$ cat config.mk
export PLATFORM = sky130hd
export DESIGN_NAME = modular_exponentiation_core
export DESIGN_NICKNAME = d
export VERILOG_FILES = /design/src/rtl/mexp_pkg.sv /design/src/rtl/mexp_mulmod.sv /design/src/rtl/modular_exponentiation_core.sv
export SDC_FILE = /design/constraint.sdc
export NUM_CORES = 1
export LEC_CHECK = 0
export BUFFER_PORTS_ARGS = -buffer_cell sky130_fd_sc_hd__buf_2
export CAP_MARGIN = 10
export CORE_ASPECT_RATIO = 1.5
export CORE_MARGIN = 3
export CORE_UTILIZATION = 62
export DETAILED_ROUTE_END_ITERATION = 8
export MAX_ROUTING_LAYER = met4
export PLACE_DENSITY = 0.84
export SLEW_MARGIN = 20
export SYNTH_ARGS = -nofsm -noshare
export SYNTH_HDL_FRONTEND = slang
export SYNTH_SLANG_ARGS = --single-unit
$ cat constraint.sdc
create_clock -name clock -period 6.5 [get_ports clock]
set_clock_uncertainty 0.15 [all_clocks]
set_input_delay 1.3 -clock clock [delete_from_list [all_inputs] [get_ports clock]]
set_output_delay 1.3 -clock clock [all_outputs]
set_load 0.005 [all_outputs]
$ cat src/rtl/mexp_pkg.sv
// shared types and constants for the modular exponentiation core
package mexp_pkg;

   // default operand width
   localparam int DEFAULT_WIDTH = 32;

   // reset values of the configuration registers, cut to width where used
   localparam logic [63:0] RESET_MODULUS  = 64'd4294967291;
   localparam logic [63:0] RESET_EXPONENT = 64'd65537;

   // configuration register indexes
   localparam int CSR_INDEX_WIDTH = 2;
   localparam logic [CSR_INDEX_WIDTH-1:0] CSR_MODULUS  = 2'd0;
   localparam logic [CSR_INDEX_WIDTH-1:0] CSR_EXPONENT = 2'd1;

   // sequencer states
   typedef enum logic [1:0] {
      ST_IDLE,
      ST_REDUCE,
      ST_SQUARE,
      ST_MULT
   } state_type;

endpackage

$ cat src/rtl/mexp_mulmod.sv
// iterative shift-add modular multiplier, one multiplier bit per cycle
module mexp_mulmod #(
   parameter int WIDTH = mexp_pkg::DEFAULT_WIDTH
) (
   input  logic             clock,
   input  logic             reset,
   input  logic             start,
   input  logic [WIDTH-1:0] op_a,
   input  logic [WIDTH-1:0] op_b,
   input  logic [WIDTH-1:0] modulus,
   output logic             done,
   output logic [WIDTH-1:0] product
);

   localparam int CW = (WIDTH > 1) ? $clog2(WIDTH) : 1;

   logic             busy_ff, busy_in;
   logic             done_ff, done_in;
   logic [CW-1:0]    cnt_ff, cnt_in;
   logic [WIDTH-1:0] acc_ff, acc_in;
   logic [WIDTH-1:0] a_ff, a_in;
   logic [WIDTH-1:0] b_ff, b_in;

   logic [WIDTH+1:0] sum;
   logic [WIDTH+1:0] mod_x1;
   logic [WIDTH+1:0] mod_x2;
   logic [WIDTH+1:0] reduced;

   // one step: 2*acc + bit*a, below three times the modulus, then reduce
   always_comb begin
      mod_x1 = {2'b00, modulus};
      mod_x2 = {1'b0, modulus, 1'b0};
      sum    = {1'b0, acc_ff, 1'b0} + (b_ff[WIDTH-1] ? {2'b00, a_ff} : '0);
      if (sum >= mod_x2) begin
         reduced = sum - mod_x2;
      end else if (sum >= mod_x1) begin
         reduced = sum - mod_x1;
      end else begin
         reduced = sum;
      end
   end

   // step control
   always_comb begin
      busy_in = busy_ff;
      done_in = 1'b0;
      cnt_in  = cnt_ff;
      acc_in  = acc_ff;
      a_in    = a_ff;
      b_in    = b_ff;
      if (start) begin
         busy_in = 1'b1;
         cnt_in  = CW'(WIDTH - 1);
         acc_in  = '0;
         a_in    = op_a;
         b_in    = op_b;
      end else if (busy_ff) begin
         acc_in = reduced[WIDTH-1:0];
         b_in   = {b_ff[WIDTH-2:0], 1'b0};
         if (cnt_ff == '0) begin
            busy_in = 1'b0;
            done_in = 1'b1;
         end else begin
            cnt_in = cnt_ff - 1'b1;
         end
      end
   end

   always_ff @(posedge clock) begin
      if (reset) begin
         busy_ff <= 1'b0;
         done_ff <= 1'b0;
         cnt_ff  <= '0;
      end else begin
         busy_ff <= busy_in;
         done_ff <= done_in;
         cnt_ff  <= cnt_in;
      end
      acc_ff <= acc_in;
      a_ff   <= a_in;
      b_ff   <= b_in;
   end

   assign done    = done_ff;
   assign product = acc_ff;

endmodule

$ cat src/rtl/modular_exponentiation_core.sv
// top level of the modular exponentiation core
// Raises each message to the configured exponent modulo the configured modulus.
// A transaction is taken when start is high and busy is low; the result then
// appears on rsp_result for exactly one cycle with rsp_valid high, and must be
// captured in that cycle since the receiver cannot hold it off. All work goes
// through one shift-add modular multiplier: one product reduces the message,
// then each of the WIDTH exponent bits costs a squaring plus a multiplication
// when the bit is set. A modulus below two answers 0 without using the
// multiplier. The user must write configuration only while busy is low; the
// block itself does not enforce this.
module modular_exponentiation_core #(
   parameter int WIDTH = mexp_pkg::DEFAULT_WIDTH
) (
   input  logic                                 clock,
   input  logic                                 reset,
   input  logic                                 start,
   output logic                                 busy,
   input  logic [WIDTH-1:0]                     req_message,
   output logic                                 rsp_valid,
   output logic [WIDTH-1:0]                     rsp_result,
   input  logic                                 csr_write_enable,
   input  logic [mexp_pkg::CSR_INDEX_WIDTH-1:0] csr_index,
   input  logic [WIDTH-1:0]                     csr_write_data
);

   localparam int BW = (WIDTH > 1) ? $clog2(WIDTH) : 1;

   mexp_pkg::state_type state_ff, state_in;

   logic [WIDTH-1:0] modulus_ff, modulus_in;
   logic [WIDTH-1:0] exponent_ff, exponent_in;
   logic [WIDTH-1:0] base_ff, base_in;
   logic [BW-1:0]    bit_ff, bit_in;
   logic             rsp_valid_ff, rsp_valid_in;
   logic [WIDTH-1:0] rsp_result_ff, rsp_result_in;

   logic             mul_start;
   logic [WIDTH-1:0] mul_a;
   logic [WIDTH-1:0] mul_b;
   logic             mul_done;
   logic [WIDTH-1:0] mul_product;

   // configuration registers
   always_comb begin
      modulus_in  = modulus_ff;
      exponent_in = exponent_ff;
      if (csr_write_enable) begin
         unique case (csr_index)
            mexp_pkg::CSR_MODULUS:  modulus_in  = csr_write_data;
            mexp_pkg::CSR_EXPONENT: exponent_in = csr_write_data;
            default: ;
         endcase
      end
   end

   // shared multiplier
   mexp_mulmod #(
      .WIDTH(WIDTH)
   ) u_mulmod (
      .clock   (clock),
      .reset   (reset),
      .start   (mul_start),
      .op_a    (mul_a),
      .op_b    (mul_b),
      .modulus (modulus_ff),
      .done    (mul_done),
      .product (mul_product)
   );

   // sequencer: reduce base, then square and multiply from the top bit down
   always_comb begin
      state_in      = state_ff;
      base_in       = base_ff;
      bit_in        = bit_ff;
      rsp_valid_in  = 1'b0;
      rsp_result_in = rsp_result_ff;
      mul_start     = 1'b0;
      mul_a         = mul_product;
      mul_b         = mul_product;
      unique case (state_ff)
         mexp_pkg::ST_IDLE: begin
            if (start) begin
               if (modulus_ff < WIDTH'(2)) begin
                  rsp_valid_in  = 1'b1;
                  rsp_result_in = '0;
               end else begin
                  mul_start = 1'b1;
                  mul_a     = WIDTH'(1);
                  mul_b     = req_message;
                  state_in  = mexp_pkg::ST_REDUCE;
               end
            end
         end
         mexp_pkg::ST_REDUCE: begin
            if (mul_done) begin
               // running value starts at one, so its first square is one
               base_in   = mul_product;
               bit_in    = BW'(WIDTH - 1);
               mul_start = 1'b1;
               mul_a     = WIDTH'(1);
               mul_b     = WIDTH'(1);
               state_in  = mexp_pkg::ST_SQUARE;
            end
         end
         mexp_pkg::ST_SQUARE: begin
            if (mul_done) begin
               if (exponent_ff[bit_ff]) begin
                  mul_start = 1'b1;
                  mul_b     = base_ff;
                  state_in  = mexp_pkg::ST_MULT;
               end else if (bit_ff == '0) begin
                  rsp_valid_in  = 1'b1;
                  rsp_result_in = mul_product;
                  state_in      = mexp_pkg::ST_IDLE;
               end else begin
                  bit_in    = bit_ff - 1'b1;
                  mul_start = 1'b1;
               end
            end
         end
         mexp_pkg::ST_MULT: begin
            if (mul_done) begin
               if (bit_ff == '0) begin
                  rsp_valid_in  = 1'b1;
                  rsp_result_in = mul_product;
                  state_in      = mexp_pkg::ST_IDLE;
               end else begin
                  bit_in    = bit_ff - 1'b1;
                  mul_start = 1'b1;
                  state_in  = mexp_pkg::ST_SQUARE;
               end
            end
         end
         default: state_in = mexp_pkg::ST_IDLE;
      endcase
   end

   always_ff @(posedge clock) begin
      if (reset) begin
         state_ff     <= mexp_pkg::ST_IDLE;
         modulus_ff   <= mexp_pkg::RESET_MODULUS[WIDTH-1:0];
         exponent_ff  <= mexp_pkg::RESET_EXPONENT[WIDTH-1:0];
         bit_ff       <= '0;
         rsp_valid_ff <= 1'b0;
      end else begin
         state_ff     <= state_in;
         modulus_ff   <= modulus_in;
         exponent_ff  <= exponent_in;
         bit_ff       <= bit_in;
         rsp_valid_ff <= rsp_valid_in;
      end
      base_ff       <= base_in;
      rsp_result_ff <= rsp_result_in;
   end

   assign busy       = (state_ff != mexp_pkg::ST_IDLE);
   assign rsp_valid  = rsp_valid_ff;
   assign rsp_result = rsp_result_ff;

endmodule
# Yosys cells after proc, flatten, opt, wreduce, memory -nomap -nowiden

Index checks and enable logic that the tools add are counted.

Output and inout port bits: 34
Word-level logic and storage cells: 112
Bits in registers: 239
Input port bits: 70

Bitwise operators: 1
Magnitude comparators: 4
$add $sub $neg: 5
Eq/ne operators: 13
Reduce and logical (&&, ||, !) cells: 16
Muxes and demuxes: 60

Operators by type and width:

| kind                  | number |
|---|---|
| $mux W32              | 18 |
| $pmux W32 S3          | 2 |
| $pmux W32 S2          | 1 |
| $sub A32 B32 Y32      | 2 |
| $mux W5               | 8 |
| $add A33 B32 Y34      | 1 |
| $ge A34 B32 Y1        | 1 |
| $ge A34 B33 Y1        | 1 |
| $lt A32 B2 Y1 const B | 1 |
| $mux W1               | 18 |
| $mux W2               | 8 |
| $pmux W5 S3           | 1 |
| $reduce_and A6 Y1     | 2 |
| $logic_not A5 Y1      | 2 |
| $ne A2 B2 Y1 const B  | 5 |
| $sub A5 B1 Y5 const B | 2 |
| $pmux W2 S4           | 1 |
| $reduce_and A2 Y1     | 4 |
| $lt A5 B6 Y1 const B  | 1 |
| $ne A2 B1 Y1 const B  | 3 |
| $reduce_bool A3 Y1    | 2 |
| $bmux W1 S5           | 1 |
| $reduce_and A5 Y1     | 1 |
| $eq A2 B1 Y1 const B  | 2 |
| other kinds (8)       | 11 |

# Longest topological paths before layout

Gate-level depths: netlist of the first run.

Depth after elaboration: 7
Mapped depth: 25
Mapped depth without buffers: 23

# Cells and area by module

A second synthesis of the first run with hierarchy kept.

Cell total of the unflattened synthesis: 1858
Area, all modules: 16420.7 um^2

By module, submodules not included:

| module                      | seq. area each (um^2) | instances | cells each | area each (um^2) |
|---|---|---|---|---|
| mexp_mulmod                 | 2702.6                | 1         | 1124       | 9774.4 |
| modular_exponentiation_core | 3363.2                | 1         | 734        | 6646.4 |

# Worst setup path before layout of the first run

Ideal clock, no wire load.

Path kind: register to register
Start point: register u_mulmod.b_ff[31]
End point: register u_mulmod.acc_ff[12], in the netlist u_mulmod.product[12]
Setup time: 180 ps
Cell stages (with the launch flop): 22
Arrival time: 4844 ps
Setup slack: 1326 ps
Required time: 6170 ps
Buffers on the path: 3
Period minus slack after synthesis: 5174 ps
Path through: edfxtp_1 -> clkbuf_1 -> nand2_1 -> fa_1 -> nand2b_1 -> a211oi_1 -> o21ai_1 -> o31a_1 -> nand3_1 -> xor2_1 -> ha_1 -> a21o_1 -> a21o_1 -> a2111oi_2 -> nor4_1 -> and3_1 -> or3_4 -> a211o_1 -> buf_4 -> buf_6 -> a211oi_1 -> o22ai_1

Longest elaborated chain between the ends: 5
Elaborated cells between the ends (all ways): 8

RTL lines:

| item                                               | RTL line                             | source |
|---|---|---|
| from (decl)                                        | mexp_mulmod.sv:22                    | `logic [WIDTH-1:0] b_ff, b_in;` |
| from (signal assigned)                             | mexp_mulmod.sv:81                    | `b_ff <= b_in;` |
| $mux W32 (*)                                       | mexp_mulmod.sv:33                    | `sum = {1'b0, acc_ff, 1'b0} + (b_ff[WIDTH-1] ? {2'b00, a_ff} : '0);` |
| $add A33 B32 Y34 (*)                               | mexp_mulmod.sv:33                    |  |
| $sub A32 B32 Y32 or $ge A34 B32 Y1 (tied branches) | mexp_mulmod.sv:37, mexp_mulmod.sv:36 |  |
| $mux W32                                           | mexp_mulmod.sv:36                    | `end else if (sum >= mod_x1) begin` |
| $mux W32 (*)                                       | mexp_mulmod.sv:34                    | `if (sum >= mod_x2) begin` |
| to (signal assigned)                               | mexp_mulmod.sv:79                    | `acc_ff <= acc_in;` |
| to (decl)                                          | mexp_mulmod.sv:20                    | `logic [WIDTH-1:0] acc_ff, acc_in;` |

Mark *: on every way between the ends. The rest lies on a longest branch, timed or not.
A chain may end at the register's enable or synchronous reset.

# Worst setup path in the final report of the first run

Start point: register u_mulmod.b_ff[31]
End point: register u_mulmod.acc_ff[15], in the netlist u_mulmod.product[15]

Same word-level chain as after synthesis.

==> results of run 1 <==
## routing by layer
layer / track usage / part of all wire / vias to the layer above
met5: - / 0 / -
met4: 0.147 / 0.049 / 0
met3: 0.0276 / 0.049 / 120
met2: 0.560 / 0.50 / 517
met1: 0.387 / 0.40 / 6518
li1: - / - / 6602
## synth_stat cells (18+ instances only)
cell type and number:
a211o_1 37, a21o_1 44, nand3_1 37, a31oi_1 21, a211oi_1 23, and2_1 64
o21ai_0 59, inv_1 68, dfxtp_1 111, edfxtp_1 128, a221oi_1 32, ha_1 98
a21boi_0 37, nand2_1 247, a21oi_1 173, clkbuf_1 81, nand4_1 19, xnor2_1 55
nor2_1 128, xor2_1 28, nor3_1 31, and3_1 18
## final cells by class
class                   instances  area share
clock buffers                  33      0.0397
repair buffers                140      0.0471
well taps                     324      0.0235
clock inverters                 9     0.00580
multi-input cells            1362       0.517
inverters                      68      0.0148
flip-flops and latches        239       0.352
## worst max-delay path, stage by stage (launching register included)
cell and delay [ps]:
edfxtp_1 370, buf_4 220, nand2_1 120, inv_1 50
ha_1 280, a211oi_1 310, o21bai_1 200, o21ai_1 320
nand3_1 250, nand3_1 210, nand2b_1 120, xor2_1 450
ha_1 370, nand4_1 230, nor2_1 190, nand3_1 190
a211oi_1 410, or3_4 230, a211o_1 690, nand2_1 240
nor3b_1 270, a211o_1 120
## state kept, by name, indices dropped and copies added (netlist names)
register and flops:
modulus_ff 32, u_mulmod.b_ff 32, exponent_ff 32, u_mulmod.cnt_ff 5
rsp_result 32, u_mulmod.done 1, u_mulmod.product 32, state_ff 2
u_mulmod.busy_ff 1, base_ff 32, bit_ff 5, u_mulmod.a_ff 32
rsp_valid 1
## path summary, 6_finish.rpt
path	slack, ps	startpoint	end	cells after the start
worst max-delay path	450	u_mulmod.b_ff[31]$_DFFE_PP_	u_mulmod.product[15]$_SDFFE_PN0P_	21
worst min-delay path	300	exponent_ff[2]$_SDFFE_PP0P_	exponent_ff[2]$_SDFFE_PP0P_	2
worst max register to register	450	u_mulmod.b_ff[31]$_DFFE_PP_	u_mulmod.product[15]$_SDFFE_PN0P_	21
worst min register to register	300	exponent_ff[2]$_SDFFE_PP0P_	exponent_ff[2]$_SDFFE_PP0P_	2
## placed cells by master, fill, tap and decap left out, types with 6 or more instances in the layout
master / count
a211o_1: 37
xnor2_1: 55
o21a_1: 17
a31oi_1: 21
o21ai_0: 59
ha_1: 98
o21ai_1: 6
buf_4: 35
inv_1: 69
nand3_1: 37
nand4_1: 19
nor2b_1: 9
and3_1: 18
xor2_1: 28
o22ai_1: 14
nand2b_1: 16
mux4_2: 9
o211ai_1: 13
a21o_1: 44
nor2_1: 126
o21bai_1: 10
nor4_1: 12
dfxtp_1: 111
nand2_1: 247
clkbuf_16: 24
edfxtp_1: 128
nor3_1: 31
and2_1: 64
a211oi_1: 23
a21boi_0: 37
a21oi_1: 173
a221oi_1: 32
mux2i_1: 17
buf_2: 103
## stage by stage
step	hold WS, ps	power (mW)	std cells
after floorplan	270	3.21	1767
after global routing	323	5.41	2175
final	301	5.15	2175
after CTS	302	5.13	2175
after detailed placement	293	3.73	2133
after global placement	289	3.70	2132
## logic make-up after synthesis
logic type      after synthesis
fa+ha+maj                   101
simple gates                612
mux                          29
buf+inv                     166
xor+xnor                     83
flops                       239
compound gates              537
## power groups by stage
stage | clock network (mW) | logic [mW] | registers [mW]
2_1_floorplan | 0 | 1.37 | 1.85
3_3_place_gp | 0 | 1.80 | 1.90
3_5_place_dp | 0 | 1.83 | 1.91
4_1_cts | 1.41 | 1.84 | 1.88
5_1_grt | 1.47 | 2.05 | 1.89
6_report | 1.39 | 1.88 | 1.88
==> impl_results.md, run 1 <==
* Reg area at 0.00607 mm²
* Yosys reg bits at 239
* Int Pwr at 3.28 mW
* Ys async rst share at 0
* Syn nets at 1938
* Unrepaired setup endpoints after global routing: no
* DP Area at 0.0165 mm²
* Synth Area in XOR/XNOR at 0.0465
* Die area at 0.0272 mm²
* Placer Congestion at 0.975
* Sequential area share after synthesis at 0.388
* CTS tree: yes
* Number of iterations in the first detailed-routing pass at 5
* Pre-CTS setup slack at 577 ps
* Total Routed Length at 44.2 mm
* Layout cells sized above 1 at 0.119
* Adder and majority cell fraction of the synthesized area at 0.0823
* Die H at 200 µm
* Critical Path RT at 6840 ps
* Hold crit path type: reg2reg
* GRT Resource Usage Total at 0.326
* WL/cell at 20.3 µm
* Worst-case clock buffer depth at 3
* Post_cts resized at 0
* CP arrival at 6390 ps
* Mapped cell area at 0.0156 mm²
* Number of I/O port buffers at 103
* Final ANT Viol Nets at 0
* Critical setup path kind: reg2reg
* CP Launch Type: flip-flop
* Worst Tran Pin Value at 938 ps
* Setup TNS at 0 ps
* Clock power share at 0.271
* Placed wire-length estimate at 32.9 mm
* # diodes at 0
* Combinational power share at 0.364
* Final Max Slew Viols at 0
* First-pass GRT wire length at 69.4 mm
* Post-synthesis cell count at 1767
* Number of global-route vias before repair at 13.4k
* Worst-Skew Late Latency at 540 ps
* Site Rows at 70
* CTS clock-pin slew for the worst setup and hold paths at 70 ps
* Max VDD drop at 0.000254 V
* Power per Cell Area at 299 mW/mm²
* Initial DRC count at 1220
* CP Capture Type: flip-flop
* Switching Share at 0.364
* Final setup fails at 0
* Post-cts hold buffer count at 0
* Initial Util at 0.635
* Clk sinks at 239
* Register share of total power at 0.365
* Initial antenna violation count at 0
* Synth warn at 0
* Synth Area in Compound Gates at 0.231
* Syn Area/Cell at 8.84 µm²
* Post-synthesis mux area share at 0.0260
* Multi-input gate area at 0.00893 mm²
* Synth cell types at 76
* Fin crit share at 0.931
* Chip Width at 136 µm
* Total global routing overflow at 0
* Max-cap violations at 0
* Fraction of the mapped netlist area in simple logic gates at 0.184
* Pleak at 7.23 nW
* Synth area leaders: edfxtp_1 25%, dfxtp_1 14%, ha_1 7.8%
* Max Fclk at 0.165 GHz
* Status: finished, final reports clean
* Via density at 6.33
* DRC Markers at 0
* Pin count of the biggest net entering global routing at 80
* Rel. slew slack at 0.375
* H-tree depth at 1
* Ys flop type: edfxtp_1
* Core ar. at 0.0246 mm²
* I/O Pins at 104
* Root Driver: clkbuf_16
* Net count, final at 2005
* Area grow syn2layout at 10.4%
* Via count at 13.8k
* NetSw at 1.87 mW
* Final hold violation count at 0
* Post-synth top area share at 0.246
* Tmin final at 6050 ps
* Fillers at 1971
* Final Core Density at 0.701
* Cts bufs inserted at 23
* Final instance area at 0.0173 mm²
* Setup bufs post-CTS at 0
* Post-synth EDFFs at 128
* Setup WS post-layout at 450 ps
* Critical path peak fanout at 23
* Area leader, netlist: edfxtp_1
* Largest family of logic cells by synthesized area: compound AO/OA/AOI/OAI gates
(Power assumes the default switching activity.)
==> inputs of run 2 (changes only) <==
- CORE_UTILIZATION: 62 -> 64
- CTS_BUF_LIST: default -> sky130_fd_sc_hd__clkbuf_4 sky130_fd_sc_hd__clkbuf_8
- PLACE_DENSITY: 0.84 -> 0.87
==> run 2 against run 1 <==
Net effect:
- non-clock buffer count down 11
- combinational power hardly changed
- design area fell by 0.65%
- via count increased by 0.17%
- clock-buffer cell count up 18
- worst hold slack gained 3.0 ps
- final cell count grew 0.18%
- critical path type unchanged
- largest power group unchanged
==> impl_results.md, run 2 (same netlist as run 1, synthesis figures left out) <==
* CP cell instances: buf_4 -> and2_1 -> ha_1 -> a2111oi_0 -> a211oi_1 -> o21ai_1 -> o31a_1 -> nand3_1 -> a311oi_1 -> nor2_1 -> ha_1 -> and3_1 -> nand2_1 -> nor2_1 -> nand3_1 -> a211oi_1 -> or3_4 -> a211o_1 -> nand2_1 -> nor3b_1 -> a211o_1
* Worst stage delay on the critical path at 790 ps
* CTS clock-pin slew for the worst setup and hold paths at 60 ps
* Worst Tran Pin Value at 997 ps
* Critical path peak fanout at 29
* Number of iterations in the first detailed-routing pass at 5
* Unrepaired setup endpoints after global routing: no
* Initial antenna violation count at 0
* Final setup fails at 0
* # diodes at 0
* Cts bufs inserted at 37
* Max VDD drop at 0.000225 V
* Number of global-route vias before repair at 13.5k
* Combinational power share at 0.365
* Worst-case clock buffer depth at 3
* Root Driver: clkbuf_8
* Setup TNS at 0 ps
* Via density at 6.32
* Pre-CTS setup slack at 512 ps
* Area grow syn2layout at 9.72%
* Switching Share at 0.368
* Number of I/O port buffers at 103
* Post-cts hold buffer count at 0
* Pin count of the biggest net entering global routing at 79
* Most common cell after layout, fill and taps aside: nand2_1
* Final Core Density at 0.719
* CP Capture Type: flip-flop
* Fin crit share at 0.932
* CTS tree: yes
* First-pass GRT wire length at 68.4 mm
* Fillers at 1895
* WL/cell at 19.6 µm
* Status: finished, final reports clean
* Power per Cell Area at 296 mW/mm²
* Die H at 197 µm
* Placed cells at 2116
* Fin cells at 2179
* Most frequent cells in the layout: 247 x nand2_1, 173 x a21oi_1, 128 x edfxtp_1, 126 x nor2_1, 111 x dfxtp_1
* Total Routed Length at 42.8 mm
* WHS at 304 ps
* Core ar. at 0.0238 mm²
* Critical Path RT at 6860 ps
* Register share of total power at 0.369
* I/O Pins at 104
* Final Max Slew Viols at 0
* Int Pwr at 3.21 mW
* Cell family with the largest share of critical-path delay: compound AO/OA/AOI/OAI gates
* Setup bufs post-CTS at 0
* Setup WS post-layout at 442 ps
* Net count, final at 2008
* H-tree depth at 2
* Critical setup path kind: reg2reg
* Worst-Skew Late Latency at 570 ps
* NetSw at 1.87 mW
* Layout cells sized above 1 at 0.124
* Initial Util at 0.656
* CP arrival at 6420 ps
* Chip Width at 134 µm
* Total global routing overflow at 0
* Final hold violation count at 0
* Clock power share at 0.266
* GRT Resource Usage Total at 0.333
* Pleak at 7.18 nW
* Final ANT Viol Nets at 0
* Placer Congestion at 1.04
* Post_cts resized at 0
* DRC Markers at 0
* Rel. slew slack at 0.335
* Die area at 0.0264 mm²
* Hold crit path type: reg2reg
* Worst path buffer plus inverter count at 1
* CP max stage cell: a211o_1
* Initial DRC count at 1268
* Site Rows at 69
* CP Launch Type: flip-flop
* Clk sinks at 239
* Max Fclk at 0.165 GHz
* Placed wire-length estimate at 32.0 mm
* Via count at 13.8k
* Tmin final at 6060 ps
* Max-cap violations at 0
==> run 2: cell types whose count changed in the layout (fill, tap and decap cells not counted), moves of 4 or more <==
cell,previous run,this run
buf_4,35,24
clkbuf_1,4,0
clkbuf_16,24,0
clkbuf_4,0,9
clkbuf_8,5,42
clkinv_1,0,6
==> run 2: path summary, 6_finish.rpt <==
| kind | startpoint | slack, ps | to | cells past startpoint |
|---|---|---|---|---|
| worst min register to register | exponent_ff[11]$_SDFFE_PP0P_ | 300 | exponent_ff[11]$_SDFFE_PP0P_ | 2 |
| worst max register to register | u_mulmod.b_ff[31]$_DFFE_PP_ | 440 | u_mulmod.product[15]$_SDFFE_PN0P_ | 21 |
| worst min-delay path | exponent_ff[11]$_SDFFE_PP0P_ | 300 | exponent_ff[11]$_SDFFE_PP0P_ | 2 |
| worst max-delay path | u_mulmod.b_ff[31]$_DFFE_PP_ | 440 | u_mulmod.product[15]$_SDFFE_PN0P_ | 21 |
==> run 2: metal layers <==
metal | GRT usage | wire length, µm | up-vias
li1 | - | - | 6600
met2 | 0.551 | 20800 | 612
met4 | 0.190 | 2680 | 0
met3 | 0.0364 | 2650 | 151
met5 | - | 0 | -
met1 | 0.396 | 16700 | 6418
==> run 2: area by class of cell <==
type	instances	area (µm²)	area share
Sequential cell	239	6070	0.354
Tap cell	319	399	0.0233
Timing Repair Buffer	129	727	0.0424
Clock inverter	11	125	0.00730
Inverter	68	255	0.0149
Multi-Input combinational cell	1362	8920	0.521
Clock buffer	51	646	0.0377
==> run 2: worst reg2reg max path, stage by stage (launching register included) <==
cell,delay (ps)
edfxtp_1,410
buf_4,220
and2_1,160
ha_1,360
a2111oi_0,430
a211oi_1,100
o21ai_1,200
o31a_1,250
nand3_1,150
a311oi_1,300
nor2_1,150
ha_1,440
and3_1,240
nand2_1,120
nor2_1,150
nand3_1,160
a211oi_1,370
or3_4,230
a211o_1,790
nand2_1,240
nor3b_1,290
a211o_1,120
==> run 2: through the flow <==
stage | area [µm²] | power (mW)
after floorplan | 15600 | 3.21
after global placement | 16400 | 3.66
after detailed placement | 16400 | 3.71
after CTS | 17100 | 5.05
after global routing | 17100 | 5.35
final | 17100 | 5.08
==> run 2: power by group through the flow <==
stage | logic [mW] | clock network, mW | registers, mW
after floorplan | 1.37 | 0 | 1.85
after global placement | 1.76 | 0 | 1.90
after detailed placement | 1.80 | 0 | 1.90
after CTS | 1.81 | 1.36 | 1.87
after global routing | 2.03 | 1.42 | 1.89
final | 1.85 | 1.35 | 1.88
